$ cat config.mk
export PLATFORM = sky130hd
export DESIGN_NAME = multichannel_biquad_highpass_top
export DESIGN_NICKNAME = d
export VERILOG_FILES = /design/src/rtl/core/mbhp_pkg.sv /design/src/rtl/core/multichannel_biquad_highpass_top.sv
export SDC_FILE = /design/constraint.sdc
export NUM_CORES = 2
export LEC_CHECK = 0
export BUFFER_PORTS_ARGS = -buffer_cell sky130_fd_sc_hd__buf_2
export CORE_AREA = 5 5 366 368
export DETAILED_ROUTE_END_ITERATION = 8
export DIE_AREA = 0 0 371 373
export PLACE_DENSITY = 0.61
export SLEW_MARGIN = 20
export SYNTH_ARGS = -nofsm -noshare
export SYNTH_HDL_FRONTEND = slang
export SYNTH_SLANG_ARGS = --single-unit
$ cat constraint.sdc
create_clock -name clock -period 12.41 [get_ports clock]
set_clock_uncertainty 0.2 [all_clocks]
set_input_delay 2.482 -clock clock [delete_from_list [all_inputs] [get_ports clock]]
set_output_delay 2.482 -clock clock [all_outputs]
set_load 0.005 [all_outputs]
$ cat src/rtl/core/mbhp_pkg.sv
`default_nettype none

package mbhp_pkg;

   // Field and datapath widths
   localparam int CHAN_W    = 3;
   localparam int SAMPLE_W  = 16;
   localparam int COEF_W    = 24;
   localparam int PROD_W    = COEF_W + SAMPLE_W;
   localparam int STATE_W   = 40;
   localparam int SUM_W     = STATE_W + 2;
   localparam int FRAC_BITS = 22;

   // APB-style register port
   localparam int DATA_W = 32;
   localparam int ADDR_W = 4;

   localparam int DEFAULT_CHANNELS = 8;

   // b0 resets to 1.0 in Q2.22
   localparam logic signed [COEF_W-1:0] COEF_B0_RESET = COEF_W'(24'h40_0000);

   // Rounding offset, half an output LSB
   localparam logic signed [SUM_W-1:0] ROUND_HALF = SUM_W'(64'd1 << (FRAC_BITS - 1));

   // Output sample limits at accumulator width
   localparam logic signed [SUM_W-1:0] SUM_Y_MAX = SUM_W'(32767);
   localparam logic signed [SUM_W-1:0] SUM_Y_MIN = SUM_W'(-32768);

   // Delay state limits at accumulator width
   localparam logic signed [SUM_W-1:0] SUM_STATE_MAX =
      {{(SUM_W-STATE_W+1){1'b0}}, {(STATE_W-1){1'b1}}};
   localparam logic signed [SUM_W-1:0] SUM_STATE_MIN =
      {{(SUM_W-STATE_W+1){1'b1}}, {(STATE_W-1){1'b0}}};

   // Register indexes
   typedef enum logic [1:0] {
      REG_COEF_B0 = 2'd0,
      REG_COEF_B1 = 2'd1,
      REG_COEF_A1 = 2'd2,
      REG_COEF_A2 = 2'd3
   } reg_idx_type;

   // Sequencer states
   typedef enum logic [2:0] {
      ST_IDLE,
      ST_MUL_B0X,
      ST_ROUND,
      ST_ADD_D2,
      ST_SUB_A1Y,
      ST_SUB_A2Y,
      ST_OUT
   } state_type;

endpackage

`default_nettype wire

$ cat src/rtl/core/multichannel_biquad_highpass_top.sv
// Multichannel biquad high-pass filter (direct form II transposed).
// Input channel req_*: one item is a channel number and a 16-bit sample;
// it is taken when req_valid is high and req_stall is low. Result channel
// rsp_*: channel echo, rounded and saturated sample, and a clip flag; the
// receiver holds it off with rsp_stall, and the result then stays put.
// Coefficients b0 (also b2), b1, a1, a2 are signed Q2.22 registers on the
// APB-style port at byte addresses 0, 4, 8, 12; pready is always high.
// One 24x16 multiplier and one 42-bit adder are shared under a small
// sequencer, one product and one sum per cycle. A valid channel steps
// through MUL_B0X, ROUND, ADD_D2, SUB_A1Y and SUB_A2Y to OUT, where its
// result shows; a channel beyond CHANNELS passes its sample straight to OUT.
// req_stall is high from acceptance until the result has been taken.
// Reset clears every channel's delay states, loads b0 = 1.0 and the other
// coefficients with zero, and empties the result register.
`default_nettype none

module multichannel_biquad_highpass_top #(
   parameter int CHANNELS = mbhp_pkg::DEFAULT_CHANNELS
) (
   input  wire                                       clock,
   input  wire                                       reset,
   // input samples
   input  wire                                       req_valid,
   output logic                                      req_stall,
   input  wire        [mbhp_pkg::CHAN_W-1:0]         req_chan,
   input  wire signed [mbhp_pkg::SAMPLE_W-1:0]       req_sample_in,
   // filtered samples
   output logic                                      rsp_valid,
   input  wire                                       rsp_stall,
   output logic       [mbhp_pkg::CHAN_W-1:0]         rsp_chan_out,
   output logic signed [mbhp_pkg::SAMPLE_W-1:0]      rsp_sample_out,
   output logic                                      rsp_clipped,
   // coefficient registers
   input  wire                                       psel,
   input  wire                                       penable,
   input  wire                                       pwrite,
   input  wire        [mbhp_pkg::ADDR_W-1:0]         paddr,
   input  wire        [mbhp_pkg::DATA_W-1:0]         pwdata,
   output logic       [mbhp_pkg::DATA_W-1:0]         prdata,
   output logic                                      pready
);

   // Only channels reachable through the channel field hold state
   localparam int DEPTH = (CHANNELS < (1 << mbhp_pkg::CHAN_W)) ?
                          CHANNELS : (1 << mbhp_pkg::CHAN_W);
   localparam int IDX_W = (DEPTH > 1) ? $clog2(DEPTH) : 1;

   mbhp_pkg::state_type state_ff, state_in;

   logic signed [mbhp_pkg::COEF_W-1:0]   coef_b0_ff, coef_b1_ff, coef_a1_ff, coef_a2_ff;
   logic        [mbhp_pkg::CHAN_W-1:0]   chan_ff;
   logic signed [mbhp_pkg::SAMPLE_W-1:0] x_ff;
   logic signed [mbhp_pkg::SAMPLE_W-1:0] y_ff;
   logic                                 clip_ff;
   logic signed [mbhp_pkg::PROD_W-1:0]   prod_ff, prod_in;
   logic signed [mbhp_pkg::STATE_W-1:0]  bx_ff;
   logic signed [mbhp_pkg::SUM_W-1:0]    acc_ff;
   logic signed [mbhp_pkg::STATE_W-1:0]  d1n_ff;
   logic signed [mbhp_pkg::STATE_W-1:0]  delay_one_ff [DEPTH];
   logic signed [mbhp_pkg::STATE_W-1:0]  delay_two_ff [DEPTH];

   logic [IDX_W-1:0] idx;
   logic             chan_ok;
   logic             cfg_wr;

   // shared unit operands
   logic signed [mbhp_pkg::COEF_W-1:0]   mul_a;
   logic signed [mbhp_pkg::SAMPLE_W-1:0] mul_b;
   logic signed [mbhp_pkg::SUM_W-1:0]    add_a, add_b, add_sum;
   logic                                 add_sub;

   // rounding and saturation
   logic signed [mbhp_pkg::SUM_W-1:0]    rnd_sum, y_wide;
   logic signed [mbhp_pkg::SAMPLE_W-1:0] y_sat;
   logic                                 y_clip;
   logic signed [mbhp_pkg::STATE_W-1:0]  state_sat;

   assign idx     = chan_ff[IDX_W-1:0];
   assign chan_ok = int'(req_chan) < CHANNELS;
   assign cfg_wr  = psel && penable && pwrite && pready;
   assign pready  = 1'b1;

   // Coefficient registers
   always_ff @(posedge clock) begin
      if (reset) begin
         coef_b0_ff <= mbhp_pkg::COEF_B0_RESET;
         coef_b1_ff <= '0;
         coef_a1_ff <= '0;
         coef_a2_ff <= '0;
      end else if (cfg_wr) begin
         unique case (mbhp_pkg::reg_idx_type'(paddr[3:2]))
            mbhp_pkg::REG_COEF_B0: coef_b0_ff <= pwdata[mbhp_pkg::COEF_W-1:0];
            mbhp_pkg::REG_COEF_B1: coef_b1_ff <= pwdata[mbhp_pkg::COEF_W-1:0];
            mbhp_pkg::REG_COEF_A1: coef_a1_ff <= pwdata[mbhp_pkg::COEF_W-1:0];
            mbhp_pkg::REG_COEF_A2: coef_a2_ff <= pwdata[mbhp_pkg::COEF_W-1:0];
         endcase
      end
   end

   // Register readback, sign-extended
   always_comb begin
      unique case (mbhp_pkg::reg_idx_type'(paddr[3:2]))
         mbhp_pkg::REG_COEF_B0: prdata = mbhp_pkg::DATA_W'(coef_b0_ff);
         mbhp_pkg::REG_COEF_B1: prdata = mbhp_pkg::DATA_W'(coef_b1_ff);
         mbhp_pkg::REG_COEF_A1: prdata = mbhp_pkg::DATA_W'(coef_a1_ff);
         mbhp_pkg::REG_COEF_A2: prdata = mbhp_pkg::DATA_W'(coef_a2_ff);
      endcase
   end

   // Next state
   always_comb begin
      state_in = state_ff;
      unique case (state_ff)
         mbhp_pkg::ST_IDLE: begin
            if (req_valid) begin
               state_in = chan_ok ? mbhp_pkg::ST_MUL_B0X : mbhp_pkg::ST_OUT;
            end
         end
         mbhp_pkg::ST_MUL_B0X: state_in = mbhp_pkg::ST_ROUND;
         mbhp_pkg::ST_ROUND:   state_in = mbhp_pkg::ST_ADD_D2;
         mbhp_pkg::ST_ADD_D2:  state_in = mbhp_pkg::ST_SUB_A1Y;
         mbhp_pkg::ST_SUB_A1Y: state_in = mbhp_pkg::ST_SUB_A2Y;
         mbhp_pkg::ST_SUB_A2Y: state_in = mbhp_pkg::ST_OUT;
         mbhp_pkg::ST_OUT: begin
            if (!rsp_stall) begin
               state_in = mbhp_pkg::ST_IDLE;
            end
         end
         default: state_in = mbhp_pkg::ST_IDLE;
      endcase
   end

   // Sequencer outputs: handshake and operand selection
   always_comb begin
      req_stall = (state_ff != mbhp_pkg::ST_IDLE);
      rsp_valid = (state_ff == mbhp_pkg::ST_OUT);
      mul_a     = coef_b0_ff;
      mul_b     = x_ff;
      add_a     = mbhp_pkg::SUM_W'(prod_ff);
      add_b     = '0;
      add_sub   = 1'b0;
      unique case (state_ff)
         mbhp_pkg::ST_ROUND: begin
            // y from b0*x + d1; start b1*x
            mul_a = coef_b1_ff;
            add_b = mbhp_pkg::SUM_W'(delay_one_ff[idx]);
         end
         mbhp_pkg::ST_ADD_D2: begin
            // b1*x + d2; start a1*y
            mul_a = coef_a1_ff;
            mul_b = y_ff;
            add_b = mbhp_pkg::SUM_W'(delay_two_ff[idx]);
         end
         mbhp_pkg::ST_SUB_A1Y: begin
            // new d1; start a2*y
            mul_a   = coef_a2_ff;
            mul_b   = y_ff;
            add_a   = acc_ff;
            add_b   = mbhp_pkg::SUM_W'(prod_ff);
            add_sub = 1'b1;
         end
         mbhp_pkg::ST_SUB_A2Y: begin
            // new d2 from b0*x - a2*y
            add_a   = mbhp_pkg::SUM_W'(bx_ff);
            add_b   = mbhp_pkg::SUM_W'(prod_ff);
            add_sub = 1'b1;
         end
         default: begin
         end
      endcase
   end

   // Shared multiplier and adder
   assign prod_in = mul_a * mul_b;
   assign add_sum = add_sub ? (add_a - add_b) : (add_a + add_b);

   // Round half up to sample units and saturate
   assign rnd_sum = add_sum + mbhp_pkg::ROUND_HALF;
   assign y_wide  = rnd_sum >>> mbhp_pkg::FRAC_BITS;
   always_comb begin
      y_clip = 1'b1;
      if (y_wide > mbhp_pkg::SUM_Y_MAX) begin
         y_sat = mbhp_pkg::SUM_Y_MAX[mbhp_pkg::SAMPLE_W-1:0];
      end else if (y_wide < mbhp_pkg::SUM_Y_MIN) begin
         y_sat = mbhp_pkg::SUM_Y_MIN[mbhp_pkg::SAMPLE_W-1:0];
      end else begin
         y_sat  = y_wide[mbhp_pkg::SAMPLE_W-1:0];
         y_clip = 1'b0;
      end
   end

   // Delay state saturation
   always_comb begin
      if (add_sum > mbhp_pkg::SUM_STATE_MAX) begin
         state_sat = mbhp_pkg::SUM_STATE_MAX[mbhp_pkg::STATE_W-1:0];
      end else if (add_sum < mbhp_pkg::SUM_STATE_MIN) begin
         state_sat = mbhp_pkg::SUM_STATE_MIN[mbhp_pkg::STATE_W-1:0];
      end else begin
         state_sat = add_sum[mbhp_pkg::STATE_W-1:0];
      end
   end

   // Control state and per-channel delay states
   always_ff @(posedge clock) begin
      if (reset) begin
         state_ff <= mbhp_pkg::ST_IDLE;
         for (int i = 0; i < DEPTH; i++) begin
            delay_one_ff[i] <= '0;
            delay_two_ff[i] <= '0;
         end
      end else begin
         state_ff <= state_in;
         if (state_ff == mbhp_pkg::ST_SUB_A2Y) begin
            delay_one_ff[idx] <= d1n_ff;
            delay_two_ff[idx] <= state_sat;
         end
      end
   end

   // Datapath registers
   always_ff @(posedge clock) begin
      prod_ff <= prod_in;
      if (state_ff == mbhp_pkg::ST_IDLE && req_valid) begin
         chan_ff <= req_chan;
         x_ff    <= req_sample_in;
         // out-of-range channel passes the sample through
         y_ff    <= req_sample_in;
         clip_ff <= 1'b0;
      end
      if (state_ff == mbhp_pkg::ST_ROUND) begin
         y_ff    <= y_sat;
         clip_ff <= y_clip;
         bx_ff   <= prod_ff;
      end
      if (state_ff == mbhp_pkg::ST_ADD_D2) begin
         acc_ff <= add_sum;
      end
      if (state_ff == mbhp_pkg::ST_SUB_A1Y) begin
         d1n_ff <= state_sat;
      end
   end

   assign rsp_chan_out   = chan_ff;
   assign rsp_sample_out = y_ff;
   assign rsp_clipped    = clip_ff;

endmodule

`default_nettype wire

After elaboration in Yosys (flattened, before gate mapping)
Memory sizes are Yosys's and may differ from the RTL's. A register that Yosys moved wholly into a read port is not among the register bits.
Index checks and enable logic that the tools add are counted.
Widths: inputs -> output; s select.
- register bits: 297
- memory bits (writable): 640
- input bits: 62
- output and inout bits: 55
- memories kept: 2
- memory list (name ; depth ; width ; rd ports ; clocked after memory_dff ; wr ports ; RTL line ; text):
    delay_one_ff ; 8 ; 40 ; 1 ; 1 ; 8 ; multichannel_biquad_highpass_top.sv:59 ; logic signed [mbhp_pkg::STATE_W-1:0] delay_one_ff [DEPTH];
    delay_two_ff ; 8 ; 40 ; 1 ; 1 ; 8 ; multichannel_biquad_highpass_top.sv:60 ; logic signed [mbhp_pkg::STATE_W-1:0] delay_two_ff [DEPTH];
- $add $sub $neg: 3
- multiply operators: 1
- $lt $le $gt $ge: 4
- eq/ne operators: 11
- muxes and demuxes: 33
- reduce and logical (&&, ||, !) cells: 16
- operators with widths (kind ; count):
    $mux 40 ; 4
    $pmux 32 s4 ; 1
    $pmux 42 s3 ; 1
    $pmux 42 s2 ; 1
    $mux 16 ; 5
    $reduce_or 40->1 ; 2
    $pmux 24 s3 ; 1
    $add 42x23->42 const B ; 1
    $add 42x42->42 ; 1
    $gt 42x40->1 const B ; 1
    $lt 42x40->1 const B ; 1
    $mux 42 ; 1
    $sub 42x42->42 ; 1
    $mul 24x16->40 ; 1
    $pmux 3 s7 ; 1
    $gt 20x16->1 const B ; 1
    $lt 20x16->1 const B ; 1
    $mux 3 ; 6
    $mux 1 ; 12
    $reduce_and 2->1 ; 5
    $eq 3x3->1 const B ; 3
    $eq 3x2->1 const B ; 2
    $eq 2x2->1 const B ; 2
    $ne 2x2->1 const B ; 2
    8 further kinds ; 11

Depth between registers and ports, before layout
- word-level depth: 10
- mapped depth: 34

Least setup slack after synthesis
OpenSTA, ideal clock, no wires.
- path kind: reg2reg
- start point: reg state_ff[2]
- end point: reg prod_ff[39] (netlist name)
- library setup time: 121 ps
- arrival time: 9872 ps
- required time: 12089 ps
- setup slack: 2217 ps
- cell stages (with the launch flop): 32
- path buffers: 4
- period minus slack after synthesis: 10193 ps
- path through: dfxtp_1 > clkbuf_1 > nand2b_1 > clkbuf_1 > nor2_1 > nor2_1 > clkbuf_1 > mux2_2 > clkbuf_1 > nand2_1 > fa_1 > inv_1 > fa_1 > inv_1 > fa_1 > inv_1 > fa_1 > inv_1 > fa_1 > inv_1 > fa_1 > ha_1 > and3_1 > nand2_1 > o31ai_1 > nand2_1 > a221oi_1 > a221o_1 > o21ai_0 > o2111ai_1 > a21oi_1 > xnor2_1
- cells in the longest elaborated chain, start to end: 4
- elaborated cells between the ends (all ways): 7
- those cells by class: 1 x mul; 3 x eq/ne; 2 x mux; 1 x reduce/logical
- RTL lines (what ; RTL line ; text):
    from (decl) ; multichannel_biquad_highpass_top.sv:48 ; mbhp_pkg::state_type state_ff, state_in;
    from (signal assigned) ; multichannel_biquad_highpass_top.sv:206 ; state_ff <= mbhp_pkg::ST_IDLE;
    from (signal assigned) ; multichannel_biquad_highpass_top.sv:212 ; state_ff <= state_in;
    $eq 3x2->1 / $eq 3x3->1 (equally long branches) ; multichannel_biquad_highpass_top.sv:142 ; unique case (state_ff)
    $reduce_or 2->1 (no line) ; - ;
    $mux 16 ; multichannel_biquad_highpass_top.sv:142 ;
    $mul 24x16->40 (*) ; multichannel_biquad_highpass_top.sv:174 ; assign prod_in = mul_a * mul_b;
    named net prod_in, one bit ; multichannel_biquad_highpass_top.sv:55 ; logic signed [mbhp_pkg::PROD_W-1:0] prod_ff, prod_in;
    to (signal assigned) ; multichannel_biquad_highpass_top.sv:222 ; prod_ff <= prod_in;
    to (decl) ; multichannel_biquad_highpass_top.sv:55 ;
The timed path passes the listed nets; every way through them passes the cells marked *.
A chain may end at the register's enable or synchronous reset.

Final worst setup path
- start point: reg state_ff[1]
- end point: reg prod_ff[39] (netlist name)
The elaborated chain is that of the path after synthesis.

==> load_flow_metrics.sql <==
INSERT INTO impl_metrics (metric_group, metric, value, unit) VALUES
('run_status', 'outcome', 'finished clean', ''),
('floorplan', 'start_util', '44.55', '%'),
('routing', 'vias', '40440', ''),
('worst_setup_path', 'critical_path.max_fanout', '31', ''),
('global_route', 'grt_antenna_before_repair', '5', ''),
('timing', 'max_freq', '98.87', 'MHz'),
('clocking', 'cts_max_level', '3', ''),
('hold_path', 'min-delay-path-class', 'flip-flop to flip-flop', ''),
('worst_setup_path', 'cell_mode_on_critical_path', 'sky130_fd_sc_hd__inv_1', ''),
('synthesis', 'synth_edf_count', '798', ''),
('floorplan', 'die-area', '138400', 'um^2'),
('layout', 'multi_input_area', '28530', 'um^2'),
('worst_setup_path', 'cp_data_arrival_time', '10480', 'ps'),
('layout', 'postLayoutCellArea', '63840', 'um^2'),
('job', 'max_cap_viol_count', '0', ''),
('routing', 'drt_iter0_drc', '4334', ''),
('synthesis', 'synth_async_sr_flop_share', '0', '%'),
('pwr', 'total_leakage_power', '25.84', 'nW'),
('layout', 'nFillCells', '11780', ''),
('placement', 'place.port_buffers', '105', ''),
('synthesis', 'syn_nets', '5694', ''),
('synthesis', 'netlist_instances', '5116', ''),
('timing', 'timing.final.max_slew_violations', '0', ''),
('clocking', 'cts_resized', '0', ''),
('clocking', 'clk_root_buffer_cell', 'sky130_fd_sc_hd__clkbuf_16', ''),
('synthesis', 'yosys_most_used_dff', 'sky130_fd_sc_hd__edfxtp_1', ''),
('floorplan', 'die_h', '373', 'um'),
('worst_setup_path', 'critical_path.max_stage_delay', '870', 'ps'),
('layout', 'design.final.nets', '5676', ''),
('clocking', 'cts_buffer_depth', '3', ''),
('layout', 'most_common_library_cell_in_the_layout_ignoring_fill_and_taps', 'sky130_fd_sc_hd__edfxtp_1', ''),
('worst_setup_path', 'timing.critical_path.from_type', 'flip-flop', ''),
('timing', 'final_hold_viol_count', '0', ''),
('pwr', 'peakVddDrop', '0.0002229', 'V'),
('clocking', 'clock_sinks', '940', ''),
('pwr', 'powerDensity', '197.8', 'nW/um^2'),
('timing', 'finalCriticalPeriod', '10110', 'ps'),
('timing', 'finalSetupTns', '0', 'ps'),
('worst_setup_path', 'timing.critical_path.slowest_stage_cell', 'sky130_fd_sc_hd__dfxtp_1', ''),
('clocking', 'cts_tree', 'built', ''),
('timing', 'max-slew-margin-rel', '23.41', '%'),
('routing', 'finalWirelength', '175.9', 'mm'),
('layout', 'drive_above_1_share', '13.14', '%'),
('placement', 'place_congestion', '0.9737', ''),
('routing', 'wl_per_cell', '25.35', 'um'),
('floorplan', 'standard_cell_core_area', '130500', 'um^2'),
('floorplan', 'io_pins', '117', ''),
('layout', 'syn2layout_area_growth', '9.822', '%'),
('clocking', 'post_cts_hold_buffer_count', '0', ''),
('global_route', 'via_count_of_the_first_global_routing_pass', '40170', ''),
('global_route', 'overflow', '0', ''),
('floorplan', 'placement_rows', '133', ''),
('timing', 'hold_ws', '271.8', 'ps'),
('clocking', 'clock_latency_of_the_later_clocked_register_in_the_worst_skew_pair', '720', 'ps'),
('routing', 'post-route-drc-count', '0', ''),
('clocking', 'post-cts-setup-buffers', '0', ''),
('synthesis', 'synth-seq-area-share', '46.12', '%'),
('placement', 'dpl_cell_area', '60510', 'um^2'),
('global_route', 'grt_first_pass_wirelength', '261.6', 'mm'),
('layout', 'layout.core_utilization', '48.93', '%'),
('synthesis', 'post_synth_num_cell_types', '95', ''),
('timing', 'setup_violations', '0', ''),
('floorplan', 'floorplan.die.width', '371', 'um'),
('synthesis', 'syn-mean-instance-area', '11.36', 'um^2'),
('placement', 'dp.final_hpwl', '117.1', 'mm'),
('routing', 'drt_pass1_iterations', '6', ''),
('global_route', 'track_usage', '25.19', '%'),
('clocking', 'clk_pin_slew', '60', 'ps'),
('worst_setup_path', 'cp-end-kind', 'flip-flop', ''),
('synthesis', 'postSynthRegisterBits', '940', ''),
('global_route', 'grt_max_degree', '90', ''),
('synthesis', 'synthesis.yosys.warnings', '0', ''),
('timing', 'period_share', '81.50', '%'),
('synthesis', 'netlist_area', '58130', 'um^2'),
('worst_setup_path', 'reg2reg_setup_slack', '2300', 'ps'),
('timing', 'worst_pin_slew', '1117', 'ps'),
('clocking', 'tritoncts.num_buffers', '99', ''),
('timing', 'unrepaired_setup_endpoints_after_global_routing', 'false', ''),
('worst_setup_path', 'timing.setup.critical_path_class', 'flip-flop to flip-flop', ''),
('layout', 'seqCellArea', '26820', 'um^2'),
('routing', 'vias_per_cell', '5.828', ''),
('layout', 'final_cell_mix', '798 x sky130_fd_sc_hd__edfxtp_1, 604 x sky130_fd_sc_hd__nand2_1, 593 x sky130_fd_sc_hd__nor2_1', ''),
('routing', 'antenna_left', '0', ''),
('worst_setup_path', 'cp_data_required_time', '12780', 'ps');
==> Yosys cell counts, types with 17 or more instances <==
master	instances	area share, %
sky130_fd_sc_hd__inv_1	434	2.8
sky130_fd_sc_hd__a21oi_1	191	1.6
sky130_fd_sc_hd__a21oi_2	30	0.45
sky130_fd_sc_hd__nand2b_1	28	0.30
sky130_fd_sc_hd__xor2_1	49	0.74
sky130_fd_sc_hd__nand4_1	17	0.18
sky130_fd_sc_hd__a22oi_1	53	0.68
sky130_fd_sc_hd__and3_1	176	1.9
sky130_fd_sc_hd__nor3_1	31	0.27
sky130_fd_sc_hd__nand2_1	610	3.9
sky130_fd_sc_hd__edfxtp_1	798	41
sky130_fd_sc_hd__mux4_2	165	6.4
sky130_fd_sc_hd__nor2_1	604	3.9
sky130_fd_sc_hd__and2_1	179	1.9
sky130_fd_sc_hd__mux2i_1	120	2.1
sky130_fd_sc_hd__o22ai_1	22	0.24
sky130_fd_sc_hd__clkbuf_1	253	1.6
sky130_fd_sc_hd__buf_1	27	0.17
sky130_fd_sc_hd__fa_1	375	13
sky130_fd_sc_hd__buf_2	18	0.15
sky130_fd_sc_hd__a31oi_1	21	0.23
sky130_fd_sc_hd__ha_1	141	3.0
sky130_fd_sc_hd__xnor2_1	72	1.1
sky130_fd_sc_hd__a21o_1	36	0.46
sky130_fd_sc_hd__o211ai_1	18	0.23
sky130_fd_sc_hd__dfxtp_1	142	4.9
sky130_fd_sc_hd__o21ai_0	141	1.2
sky130_fd_sc_hd__a221o_1	26	0.45
sky130_fd_sc_hd__a221oi_1	27	0.41
sky130_fd_sc_hd__mux2_2	25	0.48
sky130_fd_sc_hd__nand3_1	40	0.34
==> kinds of logic (layout without fill, tap and decap cells) <==
group	Yosys count	after routing	share of synthesized area (%)
other	1	3	0.006452
muxes	310	310	8.944
xor gates and xnor gates	121	121	1.823
and+or+nand+nor	1773	1773	13.91
buffers and inverters	770	837	5.341
AOI/OAI and AO/OA	685	685	7.906
adders and majority gates	516	516	15.95
DFF	940	940	46.12
==> flip-flops by register name, summed over array words and instances, names as in the netlist, named ones only <==
signal / flops
d1n_ff: 40
prod_ff: 40
delay_two_ff: 320
acc_ff: 42
coef_b0_ff: 24
rsp_chan_out: 3
coef_a2_ff: 24
rsp_sample_out: 16
coef_b1_ff: 24
rsp_clipped: 1
x_ff: 16
bx_ff: 40
coef_a1_ff: 24
state_ff: 3
delay_one_ff: 320
==> layer usage <==
layer  routed length (um)  global-route usage, %  up-vias  share of wire, %
li1                     -                      -    17730                 -
met1                74320                  36.24    20690                42
met2                81320                  39.29     1726                46
met3                14280                  4.241      301               8.1
met4                 5982                  7.923        0               3.4
met5                    0                      0        -                 0
==> final cells by class <==
type                            instances  area share, %
Inverter                              444          2.617
Clock inverter                         59         0.9212
Sequential cell                       940          42.01
Tap cell                             1755          3.440
Antenna cell                            2       0.007840
Clock buffer                          127          4.220
Timing Repair Buffer                  207          2.093
Multi-Input combinational cell       3406          44.69
==> through the flow <==
stage                     setup slack [ps]  power (mW)  std cells
after floorplan                       2217       7.752       5116
after global placement                2513       9.538       6750
after detailed placement              2428       9.578       6751
after CTS                             2397       12.59       6937
after global routing                  1702       13.23       6939
final                                 2295       12.62       6940
==> worst max-delay path: cells and delay by family (launching register included) <==
kind                     cells  cell delay [ps]
AO/OA/AOI/OAI                9             3620
XOR/XNOR                     1              130
adder cells (fa/ha/maj)      7             2880
buffers and inverters        7              740
flip-flops                   1              870
AND/OR/NAND/NOR              5             1510
==> worst paths after layout <==
path / endpoint / startpoint / cells past startpoint
worst max-delay path: prod_ff[39]$_DFF_P_ / state_ff[1]$_SDFFE_PP0P_ / 29
worst min-delay path: coef_b1_ff[11]$_SDFFE_PP0P_ / coef_b1_ff[11]$_SDFFE_PP0P_ / 2
worst max register to register: prod_ff[39]$_DFF_P_ / state_ff[1]$_SDFFE_PP0P_ / 29
worst min register to register: coef_b1_ff[11]$_SDFFE_PP0P_ / coef_b1_ff[11]$_SDFFE_PP0P_ / 2
==> power by group <==
group          switching [mW]  internal (mW)  total [mW]
registers               0.194           3.81        4.00
clock network            1.31           1.69        3.00
logic                    3.98           1.64        5.62
(Power assumes the default switching activity.)
